[src/hw/rtl/stw_pkg.sv]
// Shared types, constants and the regeneration mix function of the twister generator.
package stw_pkg;

  localparam int ROW_W = 128;
  localparam int WORD_W = 32;
  localparam int VALUE_W = 54;
  localparam int LAG_OFFSET = 89;

  localparam logic [1:0] OP_SEED = 2'd0;
  localparam logic [1:0] OP_WORD = 2'd1;
  localparam logic [1:0] OP_FRAC = 2'd2;

  localparam logic [WORD_W-1:0] SEED_MULT = 32'd1812433253;

  localparam logic [ROW_W-1:0] LANE_MASK =
    {32'hfefe7bef, 32'heffffbff, 32'hfffbffff, 32'h7f7fffff};

  localparam logic [VALUE_W-1:0] FRAC_ONE = 54'h0010000000000000;

  typedef struct packed {
    logic             we;
    logic [ROW_W-1:0] data;
  } stw_row_wr_t;

  function automatic logic [ROW_W-1:0] stw_mix(input logic [ROW_W-1:0] a,
                                               input logic [ROW_W-1:0] b,
                                               input logic [ROW_W-1:0] c,
                                               input logic [ROW_W-1:0] d);
    logic [ROW_W-1:0] sh;
    logic [ROW_W-1:0] bm;
    logic [ROW_W-1:0] cs;
    logic [ROW_W-1:0] rd;
    sh = a << 8;
    for (int k = 0; k < 4; k++) begin
      bm[32*k +: 32] = (b[32*k +: 32] >> 3) & LANE_MASK[32*k +: 32];
      cs[32*k +: 32] = (c[32*k +: 32] << 18) ^ (c[32*k +: 32] >> 2);
    end
    rd = {d[63:32], d[31:0], d[95:64], d[127:96]};
    return a ^ sh ^ bm ^ cs ^ rd;
  endfunction

endpackage

[src/hw/rtl/stw_seeder.sv]
// Seed expander: one 32-bit word per cycle, one row write per four words.
module stw_seeder
  import stw_pkg::*;
#(
  parameter int DEPTH = 156,
  localparam int AW = $clog2(DEPTH),
  localparam int ALL_WORDS = 4 * DEPTH,
  localparam int CW = $clog2(ALL_WORDS)
) (
  input  logic              clk,
  input  logic              rst,
  input  logic              start,
  input  logic [WORD_W-1:0] seed,
  output stw_row_wr_t       wr,
  output logic [AW-1:0]     waddr,
  output logic              done
);

  localparam logic [CW-1:0] LAST = CW'(ALL_WORDS - 1);

  logic                busy;
  logic [CW-1:0]       cnt;
  logic [WORD_W-1:0]   x;
  logic [3*WORD_W-1:0] row;
  logic [WORD_W-1:0]   prod;
  logic [WORD_W-1:0]   xn;

  assign prod = SEED_MULT * (x ^ (x >> 30));
  assign xn = prod + WORD_W'(cnt);

  assign wr.we = busy && (cnt[1:0] == 2'd3);
  assign wr.data = {xn, row};
  assign waddr = AW'(cnt >> 2);
  assign done = busy && (cnt == LAST);

  always_ff @(posedge clk) begin
    if (rst) begin
      busy <= 1'b0;
      cnt <= '0;
    end else if (start) begin
      busy <= 1'b1;
      cnt <= CW'(1);
    end else if (busy) begin
      cnt <= cnt + CW'(1);
      if (cnt == LAST) begin
        busy <= 1'b0;
      end
    end
  end

  always_ff @(posedge clk) begin
    if (start) begin
      x <= seed;
      row[31:0] <= seed;
    end else if (busy) begin
      x <= xn;
      unique case (cnt[1:0])
        2'd0: row[31:0] <= xn;
        2'd1: row[63:32] <= xn;
        2'd2: row[95:64] <= xn;
        default: ;
      endcase
    end
  end

endmodule

[config.mk]
export PLATFORM = sky130hd
export DESIGN_NAME = stw_seeder
export DESIGN_NICKNAME = d
export VERILOG_FILES = /design/src/hw/rtl/stw_pkg.sv /design/src/hw/rtl/stw_seeder.sv
export SDC_FILE = /design/constraint.sdc
export NUM_CORES = 1
export LEC_CHECK = 0
export ABC_CLOCK_PERIOD_IN_PS = 9800
export BUFFER_PORTS_ARGS = -buffer_cell sky130_fd_sc_hd__buf_2
export CELL_PAD_IN_SITES_DETAIL_PLACEMENT = 0
export CELL_PAD_IN_SITES_GLOBAL_PLACEMENT = 2
export CORE_MARGIN = 4
export CORE_UTILIZATION = 40
export CTS_CLUSTER_DIAMETER = 150
export DETAILED_ROUTE_END_ITERATION = 7
export PLACE_DENSITY_LB_ADDON = 0.3
export SLEW_MARGIN = 0
export SYNTH_ARGS = -nofsm -noshare
export SYNTH_HDL_FRONTEND = slang
export SYNTH_SLANG_ARGS = --single-unit
[constraint.sdc]
create_clock -name clk -period 9.8 [get_ports clk]
set_clock_uncertainty 0.05 [all_clocks]
set_input_delay 0.98 -clock clk [delete_from_list [all_inputs] [get_ports clk]]
set_output_delay 0.98 -clock clk [all_outputs]
set_load 0.005 [all_outputs]
==> results.md <==
- Skew-Pair Late Insertion Delay: 0.45 ns
- Synthesis-stage register bit count: 139
- Initial antenna violation count: 2
- Synthesis-to-finish area growth: 14.4%
- Worst setup EP type: primary output
- WL per Instance: 21.1 um
- EDFF count, synth: 128
- Core area: 32800 um^2
- Primary FF master, synth: edfxtp_1
- Site Rows: 66
- Share of layout cells above drive strength 1: 18.5%
- Post-route setup TNS: 0 ns
- CTS sink cnt: 139
- Min Clock Period, post-route: 8.59 ns
- Postcts setup bufs: 0
- Total Wirelength: 37200 um
- Fin nets: 1734
- RR Startpoint: x[30]$_DFFE_PP_
- Final Cycle Share: 87.6%
- Clock-pin slew on the worst setup and hold paths: 0.07 ns
- Gate Count Post-Synth: 1129
- 1st-iter DRT viols: 442
- Slew Limit Fails: 0
- Synth async-reset ratio: 0%
- Crit path largest cell delay: 0.52 ns
- GR Overflow Total: 0
- Post-route ant nets: 0
- Synth cell types: 60
- 1st-pass router iterations: 4
- CP bufs+invs: 6
- Hold Vio Cnt, Final: 0
- Most frequent cells in the layout: inv_1 (261), ha_1 (240), buf_2 (172), fa_1 (153), edfxtp_1 (128)
- Cts bufs inserted: 17
- Syn. warnings: 0
- CP Data Required Time: 8.77 ns
- Most common cell after layout, fill and taps aside: inv_1
- Place WS: 1.57 ns
- Initial Util: 40.8%
- Die width: 191 um
- Setup repair after global routing missed its margin: false
- Die height: 191 um
- GPL Wtd Cong: 0.864
- Mapped Area: 13400 um^2
- Final setup margin: 1.21 ns
- GRT Overall Usage: 21.3%
- Vias per Instance: 4.87
- WS Path Type: register to primary output
- Worst EP arrival: 7.56 ns
- Total of max-cap violations: 0
- # port buffers: 172
- Via count: 8580
- CP Launch Point: x[30]$_DFFE_PP_
- Fill cells: 3037
- CTS Buffer Depth: 2
- Avg Cell Area, Syn: 11.8 um^2
- CP max FO: 10
- Hold path start: cnt[9]$_SDFFE_PP0P_
- Worst Setup Start Kind: register
- Root Buffer: clkbuf_16
- Hold crit path type: register to register
- Most used cell, CP: fa_1
- Outcome: completed
- CP delay by family, top: adder cells
- # setup viols final: 0
- Final core utilization: 46.7%
- H-tree depth: 4
- Syn_nets: 1557
- HPWL after detailed placement: 30400 um
- First-pass GRT wire length: 57000 um
- Crit-path slowest cell: fa_1
- DRC violations left: 0
- TritonCTS clock tree: built
- Die Area: 36400 um^2
- Sequential area share after synthesis: 30.4%
- Slew @ Worst Pin: 1.06 ns
- Post-CTS sizing: 0
- Fmax: 116 MHz
- Largest net degree at the start of global routing: 35
- Vias in the first global route: 9225
- Ports: 173
- Slew headroom: 28.9%
- Hold-fix buffers, CTS: 0
- ANT cells: 0
final cells by class:
class / instances / area [um^2] / share of cell area, %
clock buffer: 17 / 425 / 2.78
inverter: 261 / 980 / 6.40
sequential: 139 / 4060 / 26.6
clock inverter: 15 / 143 / 0.933
timing repair buffer: 179 / 913 / 5.97
multi-input combinational: 708 / 8220 / 53.7
tap: 442 / 553 / 3.62
tightest hold or removal path: cells and delay by family (launching register included):
family / cells / cell delay (ns)
flip-flops: 1 / 0.36
XOR/XNOR: 1 / 0.08
AND/OR/NAND/NOR: 1 / 0.08
final timing paths:
kind                            cells past startpoint  slack (ns)                  end
worst max register to register                     24        2.34      x[28]$_DFFE_PP_
worst min-delay path                                2        0.50  cnt[9]$_SDFFE_PP0P_
worst min register to register                      2        0.50  cnt[9]$_SDFFE_PP0P_
worst max-delay path                               25        1.21              wr[126]
through the flow:
step                      hold slack, ns  std cells  instance area, um^2
final                              0.502       1761                15300
after global routing               0.571       1761                15300
after CTS                          0.514       1761                15300
after detailed placement           0.486       1729                14700
after global placement             0.477       1729                14700
after floorplan                    0.457       1129                13400
cells by family after synthesis:
| family | synth area share, % |
|---|---|
| AOI/OAI and AO/OA | 4.90 |
| and+or+nand+nor | 5.12 |
| adders and majority gates | 45.4 |
| muxes | 1.58 |
| DFF | 30.4 |
| xor gates and xnor gates | 4.46 |
| buffers and inverters | 8.16 |
flip-flops by register name (all words and copies together) (netlist names):
| signal | flops |
|---|---|
| busy | 1 |
| cnt | 10 |
| row | 96 |
| x | 32 |
Yosys cell counts, types with 3 or more instances:
cell      number  share of area [%]
o21ai_0        7               0.26
nor2b_1        3               0.14
o21a_1         3               0.17
clkbuf_1       9               0.25
o21ai_1        9               0.34
inv_1        261                7.3
nand2_1       46                1.3
nand4_1        6               0.28
nand3_1        6               0.22
nor3_1         7               0.26
a31oi_1        5               0.23
edfxtp_1     128                 29
and3_1         7               0.33
xnor2_1       54                3.5
fa_1         153                 23
xor2_1        14               0.92
a211oi_1      10               0.56
and2_1         6               0.28
mux2_2        17                1.4
nor3b_1        3               0.17
buf_4          8               0.45
o31ai_1        5               0.28
dfxtp_1       11                1.6
nand2b_1       3               0.14
o21bai_1       5               0.28
nor2_1        29               0.81
a21o_1         8               0.45
ha_1         240                 22
or2_2          4               0.19
a21oi_1       24               0.90
routing by layer:
layer  share of wire, %  up-vias  routed length (um)  GRT usage, %
met4                1.4        2                 503          4.56
met2                 45      205               16600          32.8
met3                6.1       26                2280          5.25
met5              0.032        -                  12             0
met1                 48     4260               17800          30.8
li1                   -     4087                   -             -
Power is left out: the tool's default activity adds up to more than one toggle a clock period on the data nets, which glitch-free logic cannot reach.
